File: config.mk
export PLATFORM = sky130hd
export DESIGN_NAME = effective_address_generator_top
export DESIGN_NICKNAME = d
export VERILOG_FILES = /design/src/hw/rtl/eag_pkg.sv /design/src/hw/rtl/eag_out_buf.sv /design/src/hw/rtl/effective_address_generator_top.sv
export VERILOG_INCLUDE_DIRS = /design/src /design/src/hw/rtl
export SDC_FILE = /design/constraint.sdc
export NUM_CORES = 1
export LEC_CHECK = 0
export ABC_AREA = 1
export BUFFER_PORTS_ARGS = -buffer_cell sky130_fd_sc_hd__buf_4
export CORE_MARGIN = 1
export CORE_UTILIZATION = 55
export DETAILED_ROUTE_END_ITERATION = 6
export PLACE_DENSITY = 0.84
export SYNTH_ARGS = -nofsm -noshare
export SYNTH_HDL_FRONTEND = slang
export SYNTH_SLANG_ARGS = --single-unit
File: constraint.sdc
create_clock -name clk -period 8 [get_ports clk]
set_clock_uncertainty 0.15 [all_clocks]
set_input_delay 1.6 -clock clk [delete_from_list [all_inputs] [get_ports clk]]
set_output_delay 1.6 -clock clk [all_outputs]
set_load 0.02 [all_outputs]
File: src/hw/rtl/effective_address_generator_top_macros.svh
// Assertion macros shared by the effective address generator RTL.
`ifndef EFFECTIVE_ADDRESS_GENERATOR_TOP_MACROS_SVH
`define EFFECTIVE_ADDRESS_GENERATOR_TOP_MACROS_SVH

`ifndef ASSERT_OFF
// Property must hold at every clock edge outside reset.
`define EAG_ASSERT(lbl, clk, rst, prop, msg) \
  lbl: assert property (@(posedge clk) disable iff (rst) prop) else $error(msg);
// Condition must never be true outside reset.
`define EAG_ASSERT_NEVER(lbl, clk, rst, cond, msg) \
  lbl: assert property (@(posedge clk) disable iff (rst) !(cond)) else $error(msg);
`else
`define EAG_ASSERT(lbl, clk, rst, prop, msg)
`define EAG_ASSERT_NEVER(lbl, clk, rst, cond, msg)
`endif

`endif

File: src/hw/rtl/eag_pkg.sv
// Types and addressing mode codes for the effective address generator.
`default_nettype none

package eag_pkg;

  // Addressing mode codes
  localparam logic [3:0] MODE_IMPL = 4'd0;
  localparam logic [3:0] MODE_IMM  = 4'd1;
  localparam logic [3:0] MODE_ZP   = 4'd2;
  localparam logic [3:0] MODE_ZPX  = 4'd3;
  localparam logic [3:0] MODE_ZPY  = 4'd4;
  localparam logic [3:0] MODE_ABS  = 4'd5;
  localparam logic [3:0] MODE_ABSX = 4'd6;
  localparam logic [3:0] MODE_ABSY = 4'd7;
  localparam logic [3:0] MODE_IND  = 4'd8;
  localparam logic [3:0] MODE_INDX = 4'd9;
  localparam logic [3:0] MODE_INDY = 4'd10;
  localparam logic [3:0] MODE_REL  = 4'd11;

  // Result action codes
  localparam logic ACT_READ = 1'b0;
  localparam logic ACT_DONE = 1'b1;

  // Input transaction kinds
  localparam logic KIND_START = 1'b0;
  localparam logic KIND_DATA  = 1'b1;

  // One result transaction
  typedef struct packed {
    logic        action;
    logic [15:0] address;
    logic [15:0] pc_out;
  } result_t;

endpackage

`default_nettype wire

File: src/hw/rtl/eag_out_buf.sv
// Two-entry output register with skid slot for result transactions.
`default_nettype none
`include "effective_address_generator_top_macros.svh"

module eag_out_buf (
  input  wire logic             clk,
  input  wire logic             rst,
  input  wire logic             push,
  input  wire eag_pkg::result_t push_data,
  output logic                  room,
  output logic                  out_valid,
  input  wire logic             out_ready,
  output eag_pkg::result_t      out_data
);
  import eag_pkg::*;

  logic    skid_valid;
  result_t skid_data;
  logic    out_fire;
  logic    head_free;

  assign out_fire  = out_valid && out_ready;
  // Head slot can take a new result this cycle
  assign head_free = !out_valid || (out_fire && !skid_valid);
  assign room      = !skid_valid;

  // Control
  always_ff @(posedge clk) begin
    if (rst) begin
      out_valid  <= 1'b0;
      skid_valid <= 1'b0;
    end else begin
      if (push) begin
        if (head_free) begin
          out_valid <= 1'b1;
        end else if (out_fire) begin
          out_valid  <= 1'b1;
          skid_valid <= 1'b1;
        end else begin
          skid_valid <= 1'b1;
        end
      end else if (out_fire) begin
        out_valid  <= skid_valid;
        skid_valid <= 1'b0;
      end
    end
  end

  // Payload
  always_ff @(posedge clk) begin
    if (push && head_free) begin
      out_data <= push_data;
    end else if (out_fire && skid_valid) begin
      out_data <= skid_data;
    end
    if (push && !head_free) begin
      skid_data <= push_data;
    end
  end

  `EAG_ASSERT_NEVER(a_skid_without_head, clk, rst, skid_valid && !out_valid, "skid full with head empty")
  `EAG_ASSERT_NEVER(a_push_when_full, clk, rst, push && skid_valid, "result pushed into full buffer")
  `EAG_ASSERT(a_skid_holds, clk, rst, (skid_valid && !out_ready) |=> skid_valid, "skid result lost")

endmodule

`default_nettype wire

File: src/hw/rtl/effective_address_generator_top.sv
// Effective address generator: CPU addressing mode sequencer, top level.
// Each result is registered in the output buffer before it is offered.
// Throughput: one input transaction per cycle while in_ready is high; each is resolved in
// a single registered pass through the sequencer, followed by a two-entry output buffer.
// Reset (rst, synchronous): sequencer returns to idle, held registers clear to zero,
// output buffer empties.
`default_nettype none
`include "effective_address_generator_top_macros.svh"

module effective_address_generator_top (
  input  wire logic        clk,
  input  wire logic        rst,
  input  wire logic        in_valid,
  output logic             in_ready,
  input  wire logic        kind,
  input  wire logic [3:0]  mode,
  input  wire logic [15:0] pc_in,
  input  wire logic [7:0]  x_index,
  input  wire logic [7:0]  y_index,
  input  wire logic [7:0]  data_byte,
  output logic             out_valid,
  input  wire logic        out_ready,
  output logic             action,
  output logic [15:0]      address,
  output logic [15:0]      pc_out
);
  import eag_pkg::*;

  typedef enum logic [1:0] {
    PH_IDLE,
    PH_OPND1,
    PH_OPND2,
    PH_PTR_LO
  } phase_t;

  phase_t      phase, phase_next;
  logic [3:0]  held_mode, held_mode_next;
  logic [15:0] prog_counter, prog_counter_next;
  logic [7:0]  held_x, held_x_next;
  logic [7:0]  held_y, held_y_next;
  logic [7:0]  low_byte, low_byte_next;
  logic [15:0] pointer, pointer_next;

  logic        in_fire;
  logic        res_valid;
  result_t     res;
  result_t     out_data;

  // Address arithmetic
  logic [7:0]  zp_x, zp_y, zp_ptr_x, ptr_lo_inc;
  logic [15:0] full_addr, full_x, full_y, rel_addr, pc_inc, pc_in_inc, ptr_inc;

  assign in_fire    = in_valid && in_ready;
  assign zp_x       = data_byte + held_x;
  assign zp_y       = data_byte + held_y;
  assign zp_ptr_x   = data_byte + held_x;
  assign ptr_lo_inc = pointer[7:0] + 8'd1;
  assign full_addr  = {data_byte, low_byte};
  assign full_x     = full_addr + {8'h00, held_x};
  assign full_y     = full_addr + {8'h00, held_y};
  assign rel_addr   = prog_counter + {{8{data_byte[7]}}, data_byte};
  assign pc_inc     = prog_counter + 16'd1;
  assign pc_in_inc  = pc_in + 16'd1;
  assign ptr_inc    = pointer + 16'd1;

  // Sequencer next state and result
  always_comb begin
    phase_next        = phase;
    held_mode_next    = held_mode;
    prog_counter_next = prog_counter;
    held_x_next       = held_x;
    held_y_next       = held_y;
    low_byte_next     = low_byte;
    pointer_next      = pointer;
    res_valid         = 1'b0;
    res               = '0;

    if (in_fire) begin
      if (kind == KIND_START) begin
        held_mode_next = mode;
        held_x_next    = x_index;
        held_y_next    = y_index;
        low_byte_next  = 8'h00;
        pointer_next   = 16'h0000;
        res_valid      = 1'b1;
        case (mode) inside
          MODE_IMM: begin
            prog_counter_next = pc_in_inc;
            phase_next        = PH_IDLE;
            res.action        = ACT_DONE;
            res.address       = pc_in;
            res.pc_out        = pc_in_inc;
          end
          MODE_ZP, MODE_ZPX, MODE_ZPY, MODE_ABS, MODE_ABSX, MODE_ABSY,
          MODE_IND, MODE_INDX, MODE_INDY, MODE_REL: begin
            prog_counter_next = pc_in_inc;
            phase_next        = PH_OPND1;
            res.action        = ACT_READ;
            res.address       = pc_in;
          end
          default: begin
            // implied and unused modes finish at once
            prog_counter_next = pc_in;
            phase_next        = PH_IDLE;
            res.action        = ACT_DONE;
            res.address       = 16'h0000;
            res.pc_out        = pc_in;
          end
        endcase
      end else begin
        unique case (phase)
          PH_OPND1: begin
            res_valid  = 1'b1;
            res.pc_out = prog_counter;
            phase_next = PH_IDLE;
            res.action = ACT_DONE;
            case (held_mode) inside
              MODE_ZP:   res.address = {8'h00, data_byte};
              MODE_ZPX:  res.address = {8'h00, zp_x};
              MODE_ZPY:  res.address = {8'h00, zp_y};
              MODE_REL:  res.address = rel_addr;
              MODE_ABS, MODE_ABSX, MODE_ABSY, MODE_IND: begin
                low_byte_next     = data_byte;
                prog_counter_next = pc_inc;
                phase_next        = PH_OPND2;
                res.action        = ACT_READ;
                res.address       = prog_counter;
                res.pc_out        = 16'h0000;
              end
              MODE_INDX: begin
                pointer_next = {8'h00, zp_ptr_x};
                phase_next   = PH_PTR_LO;
                res.action   = ACT_READ;
                res.address  = {8'h00, zp_ptr_x};
                res.pc_out   = 16'h0000;
              end
              MODE_INDY: begin
                pointer_next = {8'h00, data_byte};
                phase_next   = PH_PTR_LO;
                res.action   = ACT_READ;
                res.address  = {8'h00, data_byte};
                res.pc_out   = 16'h0000;
              end
              default: begin
                res_valid = 1'b0;
                res       = '0;
              end
            endcase
          end
          PH_OPND2: begin
            res_valid  = 1'b1;
            res.pc_out = prog_counter;
            phase_next = PH_IDLE;
            res.action = ACT_DONE;
            case (held_mode) inside
              MODE_ABS, MODE_INDX: res.address = full_addr;
              MODE_ABSX:           res.address = full_x;
              MODE_ABSY, MODE_INDY: res.address = full_y;
              MODE_IND: begin
                pointer_next = full_addr;
                phase_next   = PH_PTR_LO;
                res.action   = ACT_READ;
                res.address  = full_addr;
                res.pc_out   = 16'h0000;
              end
              default: begin
                res_valid = 1'b0;
                res       = '0;
              end
            endcase
          end
          PH_PTR_LO: begin
            phase_next = PH_IDLE;
            case (held_mode) inside
              MODE_IND: begin
                // indirect jump: pointer high byte read without page wrap
                low_byte_next  = data_byte;
                held_mode_next = MODE_INDX;
                phase_next     = PH_OPND2;
                res_valid      = 1'b1;
                res.action     = ACT_READ;
                res.address    = ptr_inc;
              end
              MODE_INDX, MODE_INDY: begin
                // zero-page pointer high byte wraps within page zero
                low_byte_next = data_byte;
                phase_next    = PH_OPND2;
                res_valid     = 1'b1;
                res.action    = ACT_READ;
                res.address   = {8'h00, ptr_lo_inc};
              end
              default: ;
            endcase
          end
          PH_IDLE: ;
          default: ;
        endcase
      end
    end
  end

  // Sequencer state
  always_ff @(posedge clk) begin
    if (rst) begin
      phase        <= PH_IDLE;
      held_mode    <= MODE_IMPL;
      prog_counter <= 16'h0000;
      held_x       <= 8'h00;
      held_y       <= 8'h00;
      low_byte     <= 8'h00;
      pointer      <= 16'h0000;
    end else begin
      phase        <= phase_next;
      held_mode    <= held_mode_next;
      prog_counter <= prog_counter_next;
      held_x       <= held_x_next;
      held_y       <= held_y_next;
      low_byte     <= low_byte_next;
      pointer      <= pointer_next;
    end
  end

  // Result buffer
  eag_out_buf u_out_buf (
    .clk       (clk),
    .rst       (rst),
    .push      (res_valid),
    .push_data (res),
    .room      (in_ready),
    .out_valid (out_valid),
    .out_ready (out_ready),
    .out_data  (out_data)
  );

  assign action  = out_data.action;
  assign address = out_data.address;
  assign pc_out  = out_data.pc_out;

  `EAG_ASSERT(a_idle_data_quiet, clk, rst, (in_fire && kind == KIND_DATA && phase == PH_IDLE) |-> !res_valid, "data while idle gave a result")
  `EAG_ASSERT(a_done_goes_idle, clk, rst, (res_valid && res.action == ACT_DONE) |=> phase == PH_IDLE, "sequencer busy after final address")
  `EAG_ASSERT(a_start_always_result, clk, rst, (in_fire && kind == KIND_START) |-> res_valid, "start transaction gave no result")
  `EAG_ASSERT_NEVER(a_ind_left_in_opnd2, clk, rst, phase == PH_PTR_LO && $past(phase) == PH_PTR_LO && $past(in_fire) && $past(kind) == KIND_DATA, "pointer low phase did not advance")

endmodule

`default_nettype wire

==> flow_metrics.py, run 1 <==
metrics = {
    "sta": {
        "maxSlewViolCount": 0,
        "finalSetupViolCount": 0,
        "max_freq_ghz": 0.222,
        "min_period_over_period": 0.562,
        "rsz0062_at_grt": "no",
        "tns_ns": 0,
        "fin_crit_ns": 4.50,
        "slew_headroom": 0.359,
        "tightestPinTransition_ns": 0.962,
        "hold_violations": 0,
    },
    "route": {
        "wl_per_cell_um": 19.3,
        "dr.pass1.iters": 6,
        "drt-total-wl_um": 38100,
        "drc": 0,
        "num_vias": 12100,
        "drtIter0Drc": 1883,
        "vias_per_cell": 6.14,
        "drtAntennaViolNets": 0,
    },
    "cells_and_area": {
        "antenna_cells": 0,
        "multiInputGateArea_mm2": 0.00661,
        "drive_above_1_share": 0.0972,
        "fillCellCount": 1746,
        "final_core_util": 0.628,
        "regArea_mm2": 0.00326,
        "syn2layout_area_growth_pct": 12.2,
        "nNetsFinal": 1803,
    },
    "clock_tree": {
        "hold_buffers": 0,
        "postCtsSetupBuffers": 0,
        "cts_num_sinks": 130,
        "root_buffer": "clkbuf_16",
        "cts_buffers": 17,
        "ctsLongestPathBuffers": 2,
        "path_clk_slew_ns": 0.07,
        "tritoncts": "built",
        "cts_resized": 0,
        "insertion_delay_ns": 0.44,
        "h-tree-depth": 4,
    },
    "synth": {
        "netlist.area_leader.share": 0.182,
        "synth_area_leaders": "edfxtp_1, nand2_1, dfxtp_1",
        "ys_ff_latch": 130,
        "synth_edf_count": 66,
        "synthesis.nets": 1760,
        "ys_warn_count": 0,
        "seq_area_frac_synth": 0.299,
        "synthFlopType": "edfxtp_1",
        "async_reset_ff_frac": 0,
        "syn_area_per_cell_um2": 6.60,
        "synthCells": 1652,
        "synth.distinct_cells": 56,
        "synthTopCellsByCount": "nand2_1, inv_1, o21ai_0, nand3_1, nor2_1",
        "synth_top_area_cell": "edfxtp_1",
        "yosysMostFrequentCell": "nand2_1",
        "synthesis.area_mm2": 0.0109,
    },
    "global_route": {
        "grt_pass1_vias": 10800,
        "antenna_found_initial": 0,
        "grt_pass1_wl_um": 59100,
        "grt-ovfl-total": 0,
        "grt_start_max_net_pins": 72,
        "grt_usage": 0.383,
    },
    "pwr": {
        "leakage_nw": 5.60,
        "p_per_area_mw_per_mm2": 167,
        "ir_worst_vdd_uv": 144,
        "p_total_mw": 2.04,
    },
    "worst_setup_path": {
        "worstPathRequired_ns": 7.99,
        "rrSetupSlack_ns": 4.09,
        "timing.rr.start": "held_mode[0]",
        "crit_path_cell_trace": "buf_4 > nand2_1 > nor2_1 > inv_1 > nand2_1 > inv_2 > nor2_8 > inv_2 > o21ai_2 > buf_4",
        "critical_path_class": "in -> reg",
        "cp-end-kind": "flop",
        "cp_slowest_cell": "inv_1",
        "r2r_end": "u_out_buf.out_data[1]",
        "start_kind": "input pin",
        "critPathArrivalTime_ns": 4.49,
        "critPathMaxStageDelay_ns": 0.69,
        "path_max_fanout": 41,
        "reg2reg_depth": 13,
    },
    "die": {
        "coreArea_mm2": 0.0195,
        "dieArea_mm2": 0.0204,
        "start_util": 0.560,
        "rows": 51,
        "die_w_um": 143,
        "die_h_um": 143,
        "io_pins": 84,
    },
    "hold_path": {
        "worst_hold_path.num_cells": 2,
        "worstHoldStart": "pointer[1]",
        "holdPathEnd": "pointer[1]",
        "hold_class": "reg -> reg",
    },
    "outcome": {
        "status": "finished, final reports clean",
    },
    "placed_design": {
        "numPortBuffers": 83,
        "dp_hpwl_um": 28400,
        "gp_congestion": 1.04,
    },
    "job": {
        "drv.max_cap_violation_count": 0,
    },
}
critical path: cells and delay by family:
| kind | cells | cell delay (ns) |
|---|---|---|
| AND/OR/NAND/NOR | 4 | 0.97 |
| buffers and inverters | 5 | 1.76 |
| AO/OA/AOI/OAI | 1 | 0.14 |
state kept, by name (all words and copies together) (netlist names):
| name | count |
|---|---|
| u_out_buf.skid_valid | 1 |
| u_out_buf.skid_data | 33 |
| prog_counter | 16 |
| u_out_buf.out_data | 33 |
| held_y | 8 |
| held_x | 8 |
| phase | 2 |
| pointer | 16 |
| held_mode | 4 |
| u_out_buf.out_valid | 1 |
| low_byte | 8 |
kinds of logic after synthesis:
family / Yosys count / synth area share
adders and majority gates: 59 / 0.0712
xor gates and xnor gates: 29 / 0.0233
buffers and inverters: 266 / 0.0948
AOI/OAI and AO/OA: 392 / 0.208
DFF: 130 / 0.299
and+or+nand+nor: 776 / 0.303
routing by layer:
metal  global-route usage  wire length [µm]
met1                0.543             15700
met2                0.566             16000
met5                    0                 0
met3               0.0976              5380
met4                0.119              1040
worst max path at each step:
stage / start / endpoint / slack [ns] / cells after the start
finish: in_valid / u_out_buf.out_data[1] / 3.50 / 10
floorplan: out_ready / u_out_buf.out_data[0] / 3.35 / 2
global route: in_valid / u_out_buf.out_data[1] / 3.27 / 10
global placement: in_valid / u_out_buf.out_data[10] / 3.27 / 10
detailed placement: in_valid / u_out_buf.out_data[6] / 3.15 / 10
CTS: in_valid / u_out_buf.out_data[1] / 3.60 / 10
layout make-up:
class / count / share of cell area
Multi-Input combinational cell: 1256 / 0.541
Sequential cell: 130 / 0.267
Inverter: 200 / 0.0614
Timing Repair Buffer: 90 / 0.0553
Clock buffer: 17 / 0.0348
Tap cell: 265 / 0.0271
Clock inverter: 15 / 0.0138
placed cells by master, fill, tap and decap left out, drive strengths merged, types with 4 or more instances in the layout:
cell type	n
xor2	19
or2	5
a211oi	13
edfxtp	66
o21ai	165
a31oi	15
o31ai	22
inv	208
ha	54
nor3	19
nand3	146
dfxtp	64
a21oi	113
nor2	122
a21o	5
fa	5
xnor2	10
o21bai	6
a21boi	14
o2111ai	4
clkbuf	17
buf	90
nand2	447
o211ai	17
nand4	30
power by group:
group | switching [mW] | internal [mW]
Sequential | 0.0402 | 0.737
Clock | 0.366 | 0.445
Combinational | 0.309 | 0.143
Total | 0.715 | 1.33
per-stage QoR:
| step | hold slack (ns) | instances | cell area, µm² | setup WS (ns) |
|---|---|---|---|---|
| 6_report | 0.337 | 1973 | 12200 | 3.50 |
| 5_1_grt | 0.366 | 1973 | 12200 | 3.27 |
| 4_1_cts | 0.336 | 1973 | 12200 | 3.60 |
| 3_5_place_dp | 0.324 | 1941 | 11600 | 3.15 |
| 3_3_place_gp | 0.317 | 1941 | 11600 | 3.27 |
| 2_1_floorplan | 0.299 | 1652 | 10900 | 3.35 |
Power figures use the tool's default switching activity.
==> inputs of run 2 (changes only) <==
==> constraint.sdc (replaced) <==
create_clock -name clk -period 4.5 [get_ports clk]
set_clock_uncertainty 0.15 [all_clocks]
set_input_delay 0.9 -clock clk [delete_from_list [all_inputs] [get_ports clk]]
set_output_delay 0.9 -clock clk [all_outputs]
set_load 0.02 [all_outputs]
==> flow_metrics.py, run 2 (synthesis gave the netlist of run 1 again) <==
metrics = {
    "clock_tree": {
        "cts_buffers": 17,
        "postCtsSetupBuffers": 0,
        "ctsLongestPathBuffers": 2,
        "root_buffer": "clkbuf_16",
        "tritoncts": "built",
        "cts_num_sinks": 130,
        "h-tree-depth": 4,
        "hold_buffers": 0,
        "path_clk_slew_ns": 0.07,
        "insertion_delay_ns": 0.43,
        "cts_resized": 0,
    },
    "pwr": {
        "switchingPower_mw": 1.21,
        "p_int_mw": 2.52,
        "leakage_nw": 5.67,
        "p_clk_frac": 0.412,
        "ir_worst_vdd_uv": 242,
        "p_seq_frac": 0.372,
        "p_per_area_mw_per_mm2": 303,
        "power_frac_comb": 0.216,
        "sw_frac_of_total": 0.325,
    },
    "worst_setup_path": {
        "critical_path_class": "reg -> reg",
        "worstPathRequired_ns": 4.53,
        "start_kind": "flop",
        "path_max_fanout": 5,
        "cp-end-kind": "flop",
        "critPathArrivalTime_ns": 3.56,
    },
    "placed_design": {
        "numPortBuffers": 83,
        "placed_cell_area_mm2": 0.0117,
        "dp_hpwl_um": 28900,
        "gp_congestion": 1.08,
        "dp_cells": 1948,
        "dp_slack_ns": 0.761,
    },
    "route": {
        "drt-total-wl_um": 38600,
        "drt-met1-wl_um": 15800,
        "drc": 0,
        "wl_met3_um": 5430,
        "wl_met2_um": 16100,
        "drtAntennaViolNets": 0,
        "top_layer": "met5",
        "vias_per_cell": 6.17,
        "num_vias": 12200,
        "dr.pass1.iters": 7,
        "wl_per_cell_um": 19.5,
        "drtIter0Drc": 1510,
    },
    "global_route": {
        "grt_pass1_wl_um": 59600,
        "grt-ovfl-total": 0,
        "antenna_found_initial": 0,
        "grt_pass1_vias": 10900,
        "grt_usage": 0.387,
        "grt_start_max_net_pins": 42,
    },
    "sta": {
        "hold_violations": 0,
        "final.setup.worst_slack_ns": 0.962,
        "tightestPinTransition_ns": 0.946,
        "max_freq_ghz": 0.283,
        "tns_ns": 0,
        "maxSlewViolCount": 0,
        "min_period_over_period": 0.786,
        "fin_crit_ns": 3.54,
        "hold_ws_ns": 0.331,
        "finalSetupViolCount": 0,
        "rsz0062_at_grt": "no",
        "slew_headroom": 0.369,
    },
    "cells_and_area": {
        "final_common_cell": "nand2_1",
        "multiInputGateArea_mm2": 0.00661,
        "antenna_cells": 0,
        "drive_above_1_share": 0.100,
        "fillCellCount": 1702,
        "design_area_mm2": 0.0123,
        "reg_top3": "u_out_buf.out_data x33, u_out_buf.skid_data x33",
        "layout_common_cells": "nand2_1, inv_1, o21ai_0, nand3_1, nor2_1",
        "stdcell_count": 1980,
        "nNetsFinal": 1810,
        "syn2layout_area_growth_pct": 13.1,
        "regArea_mm2": 0.00326,
    },
    "die": {
        "io_pins": 84,
        "start_util": 0.560,
        "rows": 51,
        "dieArea_mm2": 0.0204,
        "die_h_um": 143,
        "die_w_um": 143,
        "coreArea_mm2": 0.0195,
    },
    "hold_path": {
        "hold_class": "reg -> reg",
    },
    "outcome": {
        "status": "finished, final reports clean",
    },
    "job": {
        "drv.max_cap_violation_count": 0,
    },
}
-- run 2: per-stage QoR --
step                total power, mW   util
floorplan                      1.92      -
global placement               2.17  0.600
detailed placement             2.18  0.600
CTS                            3.69  0.633
global route                   3.85  0.633
finish                         3.73  0.633
-- run 2: final cells by class --
cell class / instances / share of cell area
Multi-Input combinational cell: 1256 / 0.536
Sequential cell: 130 / 0.265
Inverter: 200 / 0.0609
Timing Repair Buffer: 97 / 0.0591
Clock buffer: 20 / 0.0389
Tap cell: 265 / 0.0269
Clock inverter: 12 / 0.0132
-- run 2: routing by layer --
layer  vias up  track usage
met2       890        0.575
met4         2        0.140
met3       101        0.104
met5         -            0
met1      5533        0.537
li1       5700            -
-- run 2: path summary, 6_finish.rpt --
path | from | to | slack [ns] | cells past startpoint
worst min-delay path | pointer[15] | pointer[15] | 0.33 | 2
worst max-delay path | held_y[1] | u_out_buf.out_data[30] | 0.96 | 18
worst max register to register | held_y[1] | u_out_buf.out_data[30] | 0.96 | 18
worst min register to register | pointer[15] | pointer[15] | 0.33 | 2
-- run 2: power groups by stage --
stage               Clock [mW]  Combinational, mW  Sequential, mW
floorplan                    0              0.520            1.40
finish                    1.54              0.807            1.39
detailed placement           0              0.776            1.40
global route              1.57              0.885            1.39
global placement             0              0.767            1.40
CTS                       1.53              0.782            1.38
-- run 2: critical path, cell delays in order, from the launching register on --
cell and delay (ns):
dfxtp_1 0.49, inv_1 0.21, fa_1 0.46, inv_1 0.12
nand2_1 0.09, nand2_1 0.07, nand2_1 0.05, nand2_1 0.09
nand2_1 0.06, nand2_1 0.24, nand3_1 0.16, nor2_1 0.17
o21ai_0 0.10, o21bai_1 0.35, nand3_1 0.15, nand2_1 0.10
nand2_1 0.10, nand2_1 0.08, nand2_1 0.04
